==> src/rtl/bmpnf_pkg.sv <==
package bmpnf_pkg;

    localparam logic [7:0] FILL_VALUE = 8'd255;
    localparam int unsigned MAX_COL_W = 13;
    localparam int unsigned SLOT_W = 3;

    localparam logic [1:0] CFG_FRAME_WIDTH  = 2'd0;
    localparam logic [1:0] CFG_FRAME_HEIGHT = 2'd1;

    localparam logic [11:0] WIDTH_RESET  = 12'd640;
    localparam logic [11:0] HEIGHT_RESET = 12'd480;
    localparam logic [11:0] SIZE_MIN     = 12'd5;
    localparam logic [11:0] HEIGHT_MAX   = 12'd4095;

    typedef struct packed {
        logic [7:0] pixel_in;
        logic       flush;
    } in_beat_t;

    typedef struct packed {
        logic [7:0] pixel_out;
        logic       last_of_frame;
    } out_beat_t;

    // Control and payload of one step as it moves from the input stage to the window stage.
    typedef struct packed {
        logic                 in_frame;
        logic                 visit;
        logic                 emit;
        logic                 last;
        logic                 wb_en;
        logic [7:0]           pix;
        logic [SLOT_W-1:0]    slot;
        logic [SLOT_W-1:0]    er_slot;
        logic [MAX_COL_W-1:0] col;
    } step_t;

endpackage

==> src/rtl/bmpnf_window.sv <==
module bmpnf_window #(
    parameter int ROWS_KEPT = 8,
    parameter int COL_W     = 11
) (
    input  logic                     aclk,
    input  logic                     step_valid,
    input  bmpnf_pkg::step_t         step,
    input  logic [ROWS_KEPT*8-1:0]   rd_data,
    output logic                     wr_en,
    output logic [COL_W-1:0]         wr_addr,
    output logic [ROWS_KEPT*8-1:0]   wr_data,
    output logic                     push,
    output bmpnf_pkg::out_beat_t     push_data
);

    localparam int WORD_W = ROWS_KEPT * 8;

    logic [WORD_W-1:0] win_reg [5];
    logic [COL_W-1:0]  wcol_reg [5];
    logic [WORD_W-1:0] col_in;
    logic [WORD_W-1:0] nw [5];
    logic [WORD_W-1:0] nf [5];
    logic [bmpnf_pkg::SLOT_W-1:0] sl [5];
    logic [7:0] center;
    logic ring;
    logic fill;

    function automatic logic [bmpnf_pkg::SLOT_W-1:0] slot_back(
        input logic [bmpnf_pkg::SLOT_W-1:0] s,
        input logic [bmpnf_pkg::SLOT_W-1:0] k
    );
        logic [bmpnf_pkg::SLOT_W:0] t;
        if (s >= k) begin
            t = {1'b0, s} - {1'b0, k};
        end else begin
            t = {1'b0, s} + (bmpnf_pkg::SLOT_W+1)'(ROWS_KEPT) - {1'b0, k};
        end
        return t[bmpnf_pkg::SLOT_W-1:0];
    endfunction

    always_comb begin
        col_in = rd_data;
        if (step.in_frame) begin
            col_in[{step.slot, 3'b000} +: 8] = step.pix;
        end
        for (int i = 0; i < 4; i++) begin
            nw[i] = win_reg[i+1];
        end
        nw[4] = col_in;
        for (int j = 0; j < 5; j++) begin
            sl[j] = slot_back(step.slot, bmpnf_pkg::SLOT_W'(4 - j));
        end
        center = nw[2][{sl[2], 3'b000} +: 8];
        ring = 1'b1;
        for (int i = 0; i < 5; i++) begin
            ring = ring && (nw[i][{sl[0], 3'b000} +: 8] != 8'd0)
                        && (nw[i][{sl[4], 3'b000} +: 8] != 8'd0);
        end
        for (int j = 1; j < 4; j++) begin
            ring = ring && (nw[0][{sl[j], 3'b000} +: 8] != 8'd0)
                        && (nw[4][{sl[j], 3'b000} +: 8] != 8'd0);
        end
        fill = step.visit && (center == 8'd0) && ring;
        for (int i = 0; i < 5; i++) begin
            nf[i] = nw[i];
        end
        if (fill) begin
            for (int i = 1; i < 4; i++) begin
                for (int j = 1; j < 4; j++) begin
                    nf[i][{sl[j], 3'b000} +: 8] = bmpnf_pkg::FILL_VALUE;
                end
            end
        end
    end

    // The oldest column leaves the window; no later window of this row pass touches it.
    assign wr_en   = step_valid && step.wb_en;
    assign wr_addr = wcol_reg[1];
    assign wr_data = win_reg[1];

    assign push = step_valid && step.emit;
    assign push_data.pixel_out     = nf[1][{step.er_slot, 3'b000} +: 8];
    assign push_data.last_of_frame = step.last;

    always_ff @(posedge aclk) begin
        if (step_valid) begin
            for (int i = 0; i < 5; i++) begin
                win_reg[i] <= nf[i];
            end
            for (int i = 0; i < 4; i++) begin
                wcol_reg[i] <= wcol_reg[i+1];
            end
            wcol_reg[4] <= step.col[COL_W-1:0];
        end
    end

endmodule

==> config.mk <==
export PLATFORM = sky130hd
export DESIGN_NAME = bmpnf_window
export DESIGN_NICKNAME = d
export VERILOG_FILES = /design/src/rtl/bmpnf_pkg.sv /design/src/rtl/bmpnf_window.sv
export SDC_FILE = /design/constraint.sdc
export NUM_CORES = 1
export LEC_CHECK = 0
export BUFFER_PORTS_ARGS = -buffer_cell sky130_fd_sc_hd__buf_2
export CAP_MARGIN = 20
export CORE_MARGIN = 2
export CORE_UTILIZATION = 65
export CTS_BUF_LIST = sky130_fd_sc_hd__clkbuf_2
export CTS_CLUSTER_DIAMETER = 40
export CTS_CLUSTER_SIZE = 14
export DETAILED_ROUTE_END_ITERATION = 7
export PLACE_DENSITY = 0.87
export SYNTH_ARGS = -nofsm -noshare
export SYNTH_HDL_FRONTEND = slang
export SYNTH_SLANG_ARGS = --single-unit
==> constraint.sdc <==
create_clock -name aclk -period 10.2 [get_ports aclk]
set_input_delay 2.04 -clock aclk [delete_from_list [all_inputs] [get_ports aclk]]
set_output_delay 2.04 -clock aclk [all_outputs]
set_load 0.01 [all_outputs]
# --- After elaboration in Yosys (flattened, before gate mapping) ---
# Memory sizes are Yosys's and may differ from the RTL's.
# Index checks and enable logic that the tools add are counted.
# W data, S select, Z words.
totals:
  output_inout_bits: 86
  ff_bits: 0
  n_memories: 2
  inputBits: 98
  ram_bits: 375
op_classes:
  n_addsub: 13
  n_shift: 26
  n_lt_le_gt_ge: 5
  n_mux: 19
  n_reduce_logical: 36
memory_table:
  columns: ["name", "words", "width", "read_ports", "rd_clocked_by_memory_dff", "wr", "line", "source"]
  rows:
  - ["win_reg", 5, 64, 4, 0, 5, "bmpnf_window.sv:18", "logic [WORD_W-1:0] win_reg [5];"]
  - ["wcol_reg", 5, 11, 4, 0, 5, "bmpnf_window.sv:19", "logic [COL_W-1:0] wcol_reg [5];"]
ops:
  columns: ["op", "count"]
  rows:
  - ["$shiftx A64 B7 Y8", 18]
  - ["$bwmux W64", 10]
  - ["$shift A8 B8 Y64 const A", 4]
  - ["$mux W192", 1]
  - ["$shiftx A8 B8 Y64 const A", 3]
  - ["$reduce_bool A8 Y1", 16]
  - ["$mux W64", 1]
  - ["$shiftx A8 B8 Y64", 1]
  - ["$neg A6 Y8", 4]
  - ["$logic_and A1 B1 Y1", 19]
  - ["$mux W3", 5]
  - ["$sub A3 B2 Y3 const B", 4]
  - ["$logic_not A8 Y1", 1]
  - ["$ge A3 B1 Y1 const B", 2]
  - ["$ge A3 B2 Y1 const B", 2]
  - ["$sub A3 B1 Y3 const B", 2]
  - ["$sub A3 B3 Y3 const B", 2]
  - ["$add A3 B1 Y3 const B", 1]
  - ["$ge A3 B3 Y1 const B", 1]
  - ["$mux W1", 2]

# --- Depth between registers and ports, before layout ---
depth:
  ltp_word: 23
  ltp_mapped: 21

# --- Worst setup path after synthesis ---
# OpenSTA, ideal clock, no wires.
synth_timing:
  path_type: "input port to output port"
  start: "input port step[16] (netlist name)"
  end: "output port push_data[7] (netlist name)"
  path_stages: 19
  arrival_time_ns: 6.212
  slack_ns: 1.948
  required_ns: 8.160
  path_buffers: 7
  path_cell_list: "buf_4 -> inv_1 -> buf_2 -> buf_2 -> buf_1 -> ha_1 -> ha_1 -> buf_2 -> nor4bb_1 -> nand2_1 -> buf_2 -> a21oi_1 -> o221ai_1 -> mux2_2 -> a22oi_2 -> buf_2 -> nand4b_1 -> a2bb2oi_1 -> o32a_1"
synth_lines:
  columns: ["item", "line", "source"]
  rows:
  - ["start, declared", "bmpnf_window.sv:7", "input bmpnf_pkg::step_t step,"]
  - ["end, declared", "bmpnf_window.sv:13", "output bmpnf_pkg::out_beat_t push_data"]

==> results.yml <==
worst_setup_path:
  critPathTopFamily: "compound AO/OA/AOI/OAI gates"
  max_stage_delay_ps: 630
  crit_type: "in2out"
  end_kind: "primary output"
  reg2reg_depth: 10
  cpMaxStageDelayCell: "o311ai_2"
  worst_ep_arrival_time_ps: 7010
  path_buf_inv: 4
  crit_path_cell_trace: "buf_2 -> inv_1 -> ha_1 -> ha_1 -> nand3b_1 -> nor2_2 -> o22ai_1 -> o2111ai_1 -> nand3_1 -> or4_1 -> buf_4 -> o311ai_2 -> a2bb2oi_1 -> o32a_1 -> buf_2"
  start_kind: "primary input"
  worst-path-stages: 15
  cp.required_ps: 8160
  cp_max_fo: 25
drt:
  drt-initial-drc-count: 1067
  dr.pass1.iters: 6
  drc: 0
  viasPerCell: 6.34
  wl_per_cell_um: 22.4
  ant_nets: 0
  finalWirelength_um: 35600
  vias: 10100
worst_hold_path:
  min_path_cells: 0
  hold_path.class: "reg2reg"
layout:
  syn2layout_area_growth_pct: 6.88
  drive_above_1_share: 0.297
  final_core_util: 0.707
  nNetsFinal: 1393
  fillers: 1593
  largest_register_ffs: 256
synth:
  yosys_warnings: 0
  async_flop_share: 0
  syn_avg_cell_area_um2: 12.7
  yosysMostFrequentCell: "edfxtp_1"
  synthTopCellsByArea: "edfxtp_1 (60%), nand2b_1 (5.7%), mux2_2 (4.5%)"
  ys_seq_area_frac: 0.603
  synth_flop_cell: "edfxtp_1"
  synth.top_cells.by_count: "edfxtp_1 (300), nand2b_1 (135), buf_4 (79)"
  postSynthRegisterBits: 300
  synth_top_area_cell: "edfxtp_1"
  synthCells: 1178
  synth_top_area_frac: 0.603
  syn_nets: 1292
  synth_area_um2: 14900
  synth-edff-count: 300
  netlist-cell-type-count: 75
power:
  power_density_nw_per_um2: 155
  vdd_drop_max_mv: 0.132
  p_seq_frac: 0.614
  netSwitchingFraction: 0.262
  intPower_mw: 1.82
  netSwitchingPower_mw: 0.647
  pwr-share-comb: 0.121
  p_leak_nw: 5.98
  p_clk_frac: 0.265
clocking:
  cts_resized: 0
  cts_hold_buffers: 0
  clockRootBuffer: "clkbuf_2"
  clk_latency_ps: 800
  cts_made_buffers: 37
  post_cts_buffers: 0
  htreeDepth: 2
  clkTransAtPathRegs_ps: 200
  cts_tree: "done"
  cts.sink_count: 300
  cts_buffer_depth: 3
place:
  port_buffers: 179
  gp_congestion: 0.952
  dp_hpwl_um: 26600
sta:
  fin_worst_skew_ps: 79.1
  timing.final.crit_share: 0.887
  worstMarginPinSlew_ps: 1000
  drv_slew: 0
  setup_viol: 0
  fmax_mhz: 111
  rsz0062_at_grt: "no"
  setup_tns_ps: 0
  hold_viol_final: 0
  final.min_clock_period_ps: 9050
  maxSlewHeadroom: 0.332
global_route:
  grt_pass1_vias: 9754
  grt.total_usage: 0.297
  grt_max_degree: 100
  grt_pass1_wl_um: 54800
  grt_overflow: 0
  antenna_found_initial: 1
die:
  start_util: 0.661
  rows: 55
  die_area_um2: 24200
  die_height_um: 156
  io-pin-count: 184
  die_x_um: 156
  coreArea_um2: 22600
run_status:
  status: "finished, final reports clean"
run:
  max_cap_viol_count: 0
[stage by stage]
| stage | power (mW) | std cells | hold slack (ps) | instance area [um2] | worst slack [ps] |
|---|---|---|---|---|---|
| finish | 2.47 | 1592 | 434 | 16000 | 1150 |
| global route | 2.56 | 1592 | 456 | 16000 | 917 |
| CTS | 2.48 | 1591 | 442 | 16000 | 1290 |
| detailed placement | 1.84 | 1525 | 405 | 15500 | 1300 |
| global placement | 1.82 | 1525 | 400 | 15500 | 1360 |
| floorplan | 1.71 | 1178 | 400 | 14900 | 1950 |
[power by group through the flow]
stage | logic [mW] | registers [mW] | clock network (mW)
2_1_floorplan | 0.196 | 1.52 | 0
3_3_place_gp | 0.286 | 1.54 | 0
3_5_place_dp | 0.293 | 1.54 | 0
4_1_cts | 0.294 | 1.51 | 0.668
5_1_grt | 0.322 | 1.53 | 0.715
6_report | 0.298 | 1.52 | 0.653
[metal layers]
metal  global-route usage  wire length [um]
met5                    0                 0
met4                0.111              1070
met3               0.0583              3300
met2                0.457             16400
met1                0.425             14900
[area by class of cell]
cell class	count	area, um2	share of cell area
Antenna cell	1	2.50	0.000157
Clock buffer	40	200	0.0125
Inverter	27	101	0.00635
Clock inverter	26	265	0.0166
Timing Repair Buffer	198	1050	0.0657
Sequential cell	300	9010	0.565
Multi-Input combinational cell	715	4970	0.312
Tap cell	285	357	0.0223
[cell usage in the layout (no fill, tap or decap), types with 11 or more instances in the layout]
| master | synthesis | routed |
|---|---|---|
| edfxtp_1 | 300 | 300 |
| buf_2 | 25 | 178 |
| nand2b_1 | 135 | 135 |
| nor4_1 | 67 | 67 |
| mux2_2 | 59 | 59 |
| nand2_1 | 50 | 50 |
| or2_2 | 50 | 50 |
| a21oi_1 | 40 | 40 |
| clkbuf_2 | 0 | 40 |
| nand3_1 | 33 | 33 |
| nor2_1 | 30 | 30 |
| inv_1 | 24 | 24 |
| buf_4 | 79 | 19 |
| a2bb2oi_1 | 17 | 17 |
| ha_1 | 16 | 16 |
| o21ai_0 | 13 | 13 |
| nor3_1 | 13 | 13 |
| nand4_1 | 11 | 11 |
| o211ai_1 | 11 | 11 |
[final timing paths]
kind                         from               to  slack, ps
hold / removal    wcol_reg[0][30]  wcol_reg[0][19]        430
setup / recovery         step[16]     push_data[3]       1150
hold reg to reg   wcol_reg[0][30]  wcol_reg[0][19]        430
setup reg to reg  win_reg[0][192]  win_reg[0][167]       6410
[cells by family (layout without fill, tap and decap cells)]
group | after synthesis | count (layout) | synth area share
compound gates | 196 | 196 | 0.0987
flops | 300 | 300 | 0.603
other cells | 0 | 1 | 0
xor+xnor | 1 | 1 | 0.000587
buf+inv | 163 | 291 | 0.0634
simple gates | 439 | 439 | 0.173
mux | 63 | 63 | 0.0472
fa+ha+maj | 16 | 16 | 0.0134
[worst register-to-register path, stage by stage (launching register included)]
cell and delay (ps):
edfxtp_1 430, or4_1 520, o31ai_1 370, a41oi_1 170, o21ai_1 320, nand3_1 100
or4_1 420, buf_4 220, nor3_2 670, buf_4 330, or2_2 150
No activity file was read; power rests on OpenSTA's default activity.
