$ cat src/rtl/bmpnf_pkg.sv
package bmpnf_pkg;

    localparam logic [7:0] FILL_VALUE = 8'd255;
    localparam int unsigned MAX_COL_W = 13;
    localparam int unsigned SLOT_W = 3;

    localparam logic [1:0] CFG_FRAME_WIDTH  = 2'd0;
    localparam logic [1:0] CFG_FRAME_HEIGHT = 2'd1;

    localparam logic [11:0] WIDTH_RESET  = 12'd640;
    localparam logic [11:0] HEIGHT_RESET = 12'd480;
    localparam logic [11:0] SIZE_MIN     = 12'd5;
    localparam logic [11:0] HEIGHT_MAX   = 12'd4095;

    typedef struct packed {
        logic [7:0] pixel_in;
        logic       flush;
    } in_beat_t;

    typedef struct packed {
        logic [7:0] pixel_out;
        logic       last_of_frame;
    } out_beat_t;

    // Control and payload of one step as it moves from the input stage to the window stage.
    typedef struct packed {
        logic                 in_frame;
        logic                 visit;
        logic                 emit;
        logic                 last;
        logic                 wb_en;
        logic [7:0]           pix;
        logic [SLOT_W-1:0]    slot;
        logic [SLOT_W-1:0]    er_slot;
        logic [MAX_COL_W-1:0] col;
    } step_t;

endpackage

$ cat src/rtl/bmpnf_out_fifo.sv
module bmpnf_out_fifo (
    input  logic                 aclk,
    input  logic                 aresetn,
    input  logic                 push,
    input  bmpnf_pkg::out_beat_t push_data,
    output logic                 m_valid,
    input  logic                 m_ready,
    output bmpnf_pkg::out_beat_t m_data,
    output logic [1:0]           count,
    output logic                 pop
);

    bmpnf_pkg::out_beat_t entry_reg [2];
    logic       wr_ptr_reg, wr_ptr_next;
    logic       rd_ptr_reg, rd_ptr_next;
    logic [1:0] cnt_reg, cnt_next;

    assign m_valid = (cnt_reg != 2'd0);
    assign m_data  = entry_reg[rd_ptr_reg];
    assign pop     = m_valid && m_ready;
    assign count   = cnt_reg;

    always_comb begin
        wr_ptr_next = push ? ~wr_ptr_reg : wr_ptr_reg;
        rd_ptr_next = pop ? ~rd_ptr_reg : rd_ptr_reg;
        cnt_next    = cnt_reg + {1'b0, push} - {1'b0, pop};
    end

    always_ff @(posedge aclk) begin
        if (!aresetn) begin
            wr_ptr_reg <= 1'b0;
            rd_ptr_reg <= 1'b0;
            cnt_reg    <= 2'd0;
        end else begin
            wr_ptr_reg <= wr_ptr_next;
            rd_ptr_reg <= rd_ptr_next;
            cnt_reg    <= cnt_next;
        end
    end

    always_ff @(posedge aclk) begin
        if (push) begin
            entry_reg[wr_ptr_reg] <= push_data;
        end
    end

endmodule

$ cat config.mk
export PLATFORM = sky130hd
export DESIGN_NAME = bmpnf_out_fifo
export DESIGN_NICKNAME = d
export VERILOG_FILES = /design/src/rtl/bmpnf_pkg.sv /design/src/rtl/bmpnf_out_fifo.sv
export SDC_FILE = /design/constraint.sdc
export NUM_CORES = 1
export LEC_CHECK = 0
export BUFFER_PORTS_ARGS = -buffer_cell sky130_fd_sc_hd__buf_2
export CAP_MARGIN = 20
export CORE_ASPECT_RATIO = 1.25
export CORE_UTILIZATION = 37
export CTS_CLUSTER_SIZE = 10
export DETAILED_ROUTE_END_ITERATION = 8
export GPL_TIMING_DRIVEN = 0
export PLACE_DENSITY_LB_ADDON = 0.08
export SETUP_SLACK_MARGIN = 0.3
export SLEW_MARGIN = 30
export SYNTH_ARGS = -nofsm -noshare
export SYNTH_HDL_FRONTEND = slang
export SYNTH_SLANG_ARGS = --single-unit
$ cat constraint.sdc
create_clock -name aclk -period 2.2 [get_ports aclk]
set_clock_uncertainty 0.2 [all_clocks]
set_input_delay 0.33 -clock aclk [delete_from_list [all_inputs] [get_ports aclk]]
set_output_delay 0.33 -clock aclk [all_outputs]
set_load 0.02 [all_outputs]
Word level (Yosys, flattened, before mapping) --
Memories as Yosys holds them, arrays and structs flattened. A register that Yosys moved wholly into a read port is not among the register bits. Cells that the tools add are included.
Word-level totals: register bits after elaboration 4, latch bits 0, memory bits (writable) 18, memory bits (read-only) 0, output and inout port bits 13, memories 1
Cells by class: $add $sub $neg 2, multiply operators 0, divide/modulo/power cells 0, order comparisons 0, equality and inequality tests 0, shifts and indexed selects 0, mux-type cells 4, bitwise operators 2, reductions and logical operators 2
Memory list:
- entry_reg | words 2, bits a word 9, read ports 1, clocked after Yosys merged registers in 1, wr ports 1, line bmpnf_out_fifo.sv:13 | bmpnf_pkg::out_beat_t entry_reg [2];
Operators with widths (count):
- $mux 1 | 4
- $add 2x1->2 | 1
- $not 1->1 | 2
- $reduce_bool 2->1 | 1
- $sub 2x1->2 | 1
- $logic_and 1x1->1 | 1

Longest topological paths before layout --
Gate-level depths: netlist (run 1).
depth in word-level cells 4, gate-level depth with buffers 6, gate-level depth less buffers 6

Worst setup path after synthesis (run 1) --
Ideal clock, no wire load.
path kind register to register, from register cnt_reg[1] (netlist: count[1]), to register cnt_reg[1] (netlist: count[1]), data arrival time 1.497 ns, required time 1.938 ns, slack 0.441 ns, stages on the path, launching flop included 7, period minus slack after synthesis 1.759 ns, cells stage by stage dfxtp_1 > o21a_2 > ha_1 > inv_1 > ha_1 > xnor3_1 > nor2b_2
Between the ends: word-level cells in the longest chain between the ends 3, elaborated cells between the ends (all ways) 4
Ends and longest elaborated chain:
- start: declaration | line bmpnf_out_fifo.sv:16 | logic [1:0] cnt_reg, cnt_next;
- start signal: assignment | line bmpnf_out_fifo.sv:37 | cnt_reg <= cnt_next;
- $reduce_bool 2->1 | line bmpnf_out_fifo.sv:18 | assign m_valid = (cnt_reg != 2'd0);
- $logic_and 1x1->1 | line bmpnf_out_fifo.sv:20 | assign pop = m_valid && m_ready;
- via pop | line bmpnf_out_fifo.sv:10 | output logic pop
- $sub 2x1->2 | line bmpnf_out_fifo.sv:26 | cnt_next = cnt_reg + {1'b0, push} - {1'b0, pop};
The timed path passes the listed nets, and every way through them passes these cells. A chain may end at the register's enable or synchronous reset.

==> results of run 1 <==
## cell usage after synthesis
master,count,share of area
buf_2,1,0.0056
and2_1,2,0.014
edfxtp_1,18,0.61
inv_1,2,0.0085
nor2b_1,2,0.014
o21a_1,1,0.0085
xnor3_1,1,0.025
nand2_1,1,0.0042
nor2b_2,1,0.0099
dfxtp_1,5,0.11
o21a_2,1,0.0099
nand2b_1,1,0.0070
ha_1,2,0.028
or2_2,1,0.0070
mux2_2,9,0.11
mux2i_1,2,0.023
## metrics by stage
stage / hold slack [ns] / power, uW / cell area (um2) / instances / utilization
after floorplan: 0.229 / 842 / 888 / 50 / -
after global placement: 0.262 / 944 / 1050 / 106 / 0.471
after detailed placement: 0.278 / 949 / 1050 / 106 / 0.471
after CTS: 0.000298 / 1150 / 1120 / 114 / 0.502
after global routing: 0.0772 / 1210 / 1180 / 119 / 0.526
final: 0.0843 / 1140 / 1180 / 119 / 0.526
## how the worst min path moves through the flow
stage	slack, ns	end	cells after the start
final	0.08	wr_ptr_reg	2
after global routing	0.08	wr_ptr_reg	2
after CTS	0.0003	entry_reg[0][8]	1
after detailed placement	0.28	rd_ptr_reg	2
after global placement	0.26	rd_ptr_reg	2
after floorplan	0.23	entry_reg[0][0]	0
## metal layers
layer | up-vias | part of all wire | GRT usage
li1 | 261 | - | -
met1 | 255 | 0.41 | 0.110
met2 | 17 | 0.55 | 0.206
met3 | 0 | 0.042 | 0.0193
met4 | 0 | 0 | 0.0630
met5 | - | 0 | 0
## power by group through the flow
stage / Combinational, uW / Sequential, uW / Clock, uW
floorplan: 271 / 571 / 0
global placement: 394 / 550 / 0
detailed placement: 398 / 551 / 0
CTS: 408 / 542 / 195
global route: 448 / 550 / 212
finish: 413 / 543 / 186
## worst max-delay path, delay by kind of cell (launching register included)
kind	cells	cell delay, ns
flip-flops	1	0.35
buffers and inverters	2	0.30
multiplexers	1	0.34
## timing repair
item,CTS,global route
hold buffers,4,5
buffers inserted,0,0
endpoints found under the setup margin,9,1
hold endpoints to repair,8,10
resized for setup,1,1
cloned,0,0
## cell families (layout without fill, tap and decap cells)
group                      count (synthesis)  in the layout  share of synthesized area
AOI/OAI and AO/OA                          2              2                     0.0183
xor gates and xnor gates                   1              1                     0.0254
adders and majority gates                  2              2                     0.0282
buffers and inverters                      3             41                     0.0141
DFF                                       23             23                      0.721
muxes                                     11             11                      0.137
and+or+nand+nor                            8              8                     0.0563
## cell type report
class | instances | area (um2) | share of cell area
inverter | 2 | 7.51 | 0.00638
buffer | 1 | 11.3 | 0.00957
timing repair buffer | 34 | 215 | 0.183
tap | 31 | 38.8 | 0.0330
clock buffer | 3 | 22.5 | 0.0191
clock inverter | 1 | 5.00 | 0.00426
multi-input combinational | 24 | 235 | 0.200
sequential | 23 | 641 | 0.545
==> results.md, run 1 <==
* Status: complete, no violations
* WL final at 1310 um
* Post-route DRC at 0
* Die area at 2600 um2
* Global-route wire length before repair at slightly above 2000 um
* GPL Wtd Cong at between 0.6 and 0.7
* Worst slew pin tran at 0.870 ns
* Core area at 2230 um2
* Max clock buf depth at 2
* CTS tree: built
* Commonest non-fill, non-tap cell in the layout: buf_2
* Final period util at 0.825
* Pre-CTS WS at 0.410 ns
* Num Clock Sinks at 23
* H-tree depth at 1
* Port bufs at 25
* CTS Buf Count at 3
* Worst reg-to-reg path cell count at 6
* Power per Cell Area at just under 1000 nW/um2
* Lkg Pwr at 0.000478 uW
* DRT Pass-1 Iters at 4
* Die Y at 56.8 um
* Initial core utilization at 0.398
* RSZ-0062 raised after global routing: false
* Pin count of the biggest net entering global routing at 14
* Synthesized netlist net count at 65
* Mean Syn Cell Area at 17.8 um2
* VDD IR max at 0.000574 V
* Synth Warn # at 0
* Wire length per cell at 11.0 um
* Synth Register Bits at 23
* CP Launch Type: register
* Die W at 45.8 um
* Fill cell count at between 200 and 250
* Int Power at ~800 uW
* Synth Instances at 50
* Num ports at 26
* Sw Pwr at 351 uW
* Total number of vias at 533
* Endpoints failing hold at 0
* Worst slew margin at 0.419
* Clock power share at 0.163
* Ant diodes at 0
* Comb pwr share at 0.362
* Fin nets at between 100 and 150
* Global-route usage over all layers at 0.112
* Crit-path max FO at 9
* Vias per cell at 4.48
* Drt initial violations at 10
* Setup ws final at slightly below 0.4 ns
* Ratio of cells with drive above 1 in the final layout at 0.477
* Max-cap violation count at 0
* Switch share at 0.308
* Post-synthesis sequential area ratio at 0.721
* Most frequent cells in the layout: 25 x buf_2, 18 x edfxtp_1, 9 x mux2_2, 9 x dlygate4sd3_1, 5 x dfxtp_1
* Initial antenna violation count at 0
* HPWL after DPL at around 900 um
* Number of flip-flops in the largest register at 18
* R2r startpoint: count[1]
* Final Setup Violations at 0
* Critical Path End: m_data[7]
* Later-pin clock latency in the skew report at 0.30 ns
* Critical path endpoint category: output pin
* TNS Setup at 0 ns
* CP peak stage delay at approximately 0.35 ns
* Worst R2R End: count[1]
* Library cells used by synthesis at 16
* Critical Path RT at between 1.5 and 2 ns
* GR Overflow Total at 0
* Hold wc startpoint: aresetn
* Post-route ant nets at 0
* Clk slew on worst S/H paths at 0.12 ns
* CP max-delay cell: dfxtp_1
* Sequential cell fraction of total power at 0.476
* Maximum clock rate at ~0.55 GHz
* Mapped cell area at around 890 um2
* Std cell rows at 19
* Final slew viol count at 0
* Area Growth Syn to Fin at 32.4%
* Crit path arrival time at 1.29 ns
* Number of global-route vias before repair at about 540
* CTS root buffer: clkbuf_4
* Min-Delay Path Class: in -> reg
* Reg2Reg Setup Slack at 0.56 ns
* Worst-path cell chain: buf_6 -> mux2_2 -> buf_2
* Crit path kind: reg -> out
* Post-layout min period at 1.82 ns
No activity file was read; power rests on OpenSTA's default activity.
==> run 2: changes to the inputs <==
clock period = 1.68 ns   (was 2.2 ns; I/O delays follow)
==> run 2 against run 1 <==
  * The flow now finishes with violations (setup timing)
  * Core utilization increased by 9.9 points
  * Worst setup slack worse by 0.39 ns
  * Power grew 63%
  * Worst hold slack improved by 0.042 ns
  * Via count grew 5.4%
  * First-iteration DRC count down 40%
  * Cell area is 19% higher
  * Wire length is 17% higher
  * Critical path depth stayed put
  * Critical endpoint is now m_data[8]
==> results.md, run 2 (synthesis gave the netlist of run 1 again) <==
* Max clock buf depth at 2 (unchanged)
* Total number of vias at 562 (+5.4%)
* Switch share at 0.294 (-0.0133)
* Worst slew margin at 0.791 (+0.373)
* Worst slew pin tran at 0.313 ns (-0.558 ns)
* GPL Wtd Cong at 0.599 (-2.3%)
* GR Overflow Total at 0 (unchanged)
* Crit-path max FO at 5 (-4)
* Worst R2R End: count[1]
* Worst reg-to-reg path cell count at 6 (unchanged)
* CTS Buf Count at 3 (unchanged)
* Number of flip-flops in the largest register at 18 (unchanged)
* Failing checks: setup timing
* R2r startpoint: count[1]
* Max-cap violation count at 0 (unchanged)
* Commonest non-fill, non-tap cell in the layout: edfxtp_1
* Sw Pwr at 547 uW (+56%)
* WL final at 1530 um (+17%)
* Ratio of cells with drive above 1 in the final layout at 0.574 (+0.0972)
* Critical Path End: m_data[8]
* Buf/Inv on CP at 2 (unchanged)
* Setup ws final at -0.00772 ns (-0.392 ns)
* CTS root buffer: clkbuf_4
* Die W at 45.8 um (unchanged)
* Post-route ant nets at 0 (unchanged)
* DRT Pass-1 Iters at 4 (unchanged)
* Initial antenna violation count at 0 (unchanged)
* Drt initial violations at 6 (-4)
* Initial core utilization at 0.398 (unchanged)
* Final period util at 1.00
* VDD IR max at 0.000891 V (+55%)
* Int Power at 1310 uW (+66%)
* Hold slack at 0.126 ns (+0.0416 ns)
* CP peak stage delay at 0.36 ns (about the same)
* Num Clock Sinks at 23 (unchanged)
* Status: complete, but fails checks
* Later-pin clock latency in the skew report at 0.30 ns (about the same)
* RSZ-0062 raised after global routing: true
* Crit path kind: reg -> out
* Post-layout util at 0.625 (+0.0991)
* Global-route usage over all layers at 0.135 (+0.0231)
* Min-Delay Path Class: in -> reg
* Pre-CTS WS at -0.0733 ns (-0.483 ns)
* Die Y at 56.8 um (unchanged)
* Num ports at 26 (unchanged)
* Vias per cell at 4.50 (+0.38%)
* Post-route DRC at 0 (unchanged)
* Lkg Pwr at 0.000571 uW (+20%)
* Critical path endpoint category: output pin
* Std cell rows at 19 (unchanged)
* Area Growth Syn to Fin at 57.3%
* H-tree depth at 1 (unchanged)
* Crit path arrival time at 1.24 ns (-0.05 ns)
* Sequential cell fraction of total power at 0.394 (-0.082)
* Critical Path RT at 1.23 ns (-0.44 ns)
* Endpoints failing hold at 0 (unchanged)
* Power per Cell Area at 1330 nW/um2 (+37%)
* CP max-delay cell: dfxtp_2
* Fin nets at 110 (+5.8%)
* Reg2Reg Setup Slack at 0.11 ns (-0.45 ns)
* Die area at 2600 um2 (unchanged)
* HPWL after DPL at 896 um (-0.44%)
* Final Setup Violations at 5 (+5)
* CTS tree: built
* Clock power share at 0.131 (-0.032)
* Port bufs at 25 (unchanged)
* CP most frequent cell: buf_6
* Critical path depth at 3 (unchanged)
* Final slew viol count at 0 (unchanged)
* Worst-path cell chain: buf_6 -> mux2_4 -> buf_6
* Crit path max-delay family: flip-flops
* Core area at 2230 um2 (unchanged)
* Maximum clock rate at approximately 0.59 GHz
* Clk slew on worst S/H paths at 0.11 ns (about the same)
* Comb pwr share at 0.475 (+0.113)
* Most frequent cells in the layout: 18 x edfxtp_1, 17 x buf_6, 12 x buf_2, 10 x dlygate4sd3_1, 9 x mux2_4
* Pin count of the biggest net entering global routing at 13 (-1)
* Post-layout min period at 1.69 ns
* Number of global-route vias before repair at 575 (+6.9%)
* CP Launch Type: register
* Global-route wire length before repair at 2460 um (+18%)
* Wire length per cell at 12.2 um (+11%)
* Ant diodes at 0 (unchanged)
## run 2: cell types whose count changed in the layout (fill, tap and decap cells not counted), moves of 2 or more
cell     previous run  this run
ha_1                2         0
dfxtp_2             0         2
mux2_2              9         0
buf_2              25        12
mux2_4              0         9
ha_4                0         2
dfxtp_1             5         2
buf_4               0         2
buf_6               1        17
## run 2: how the worst min path moves through the flow
stage	slack, ns	depth (start not counted)	start	end
after floorplan	0.15	0	push_data[0]	entry_reg[0][0]
final	0.13	3	push	wr_ptr_reg
after detailed placement	0.24	1	push_data[8]	entry_reg[1][8]
after CTS	0.11	3	push	wr_ptr_reg
after global placement	0.24	1	push_data[1]	entry_reg[0][1]
after global routing	0.13	3	push	count[0]
## run 2: final cells by class
cell class,instances,area [um2]
buffer,1,11.3
clock buffer,4,26.3
fill,196,837
inverter,2,7.51
multi-input combinational,24,312
sequential,23,647
tap,31,38.8
timing repair buffer,40,355
## run 2: layer usage
metal	global-route usage	wire length, um	share of wire	vias to the layer above
met5	0	0	0	-
met4	0.0588	14	0.0092	0
met3	0.0322	51	0.033	2
met2	0.239	869	0.57	14
met1	0.146	595	0.39	278
li1	-	-	-	268
## run 2: tightest hold or removal path: cells and delay by family
| family | cells | cell delay [ns] |
|---|---|---|
| buf+inv | 1 | 0.13 |
| simple gates | 1 | 0.11 |
| compound gates | 1 | 0.11 |
## run 2: power groups by stage
stage / combinational (uW) / sequential (uW) / clock [uW]
floorplan: 404 / 761 / 0
global placement: 567 / 737 / 0
detailed placement: 577 / 737 / 0
CTS: 869 / 732 / 258
global route: 940 / 741 / 282
finish: 884 / 733 / 243
## run 2: through the flow
stage | setup TNS [ns] | instances | total power (uW) | area [um2]
after CTS | -0.263 | 124 | 1860 | 1380
final | -0.0290 | 125 | 1860 | 1400
after detailed placement | -0.658 | 106 | 1310 | 1090
after floorplan | 0 | 50 | 1170 | 925
after global routing | -0.583 | 125 | 1960 | 1400
after global placement | -0.657 | 106 | 1300 | 1090
## run 2: what timing repair did
| item | CTS | global route |
|---|---|---|
| endpoints found under the setup margin | 23 | 33 |
| pin swaps | 3 | 0 |
| hold buffers | 10 | 0 |
| gates resized for setup | 44 | 2 |
| hold endpoints to repair | 19 | 0 |
| buffers inserted | 3 | 1 |
| cloned | 1 | 0 |
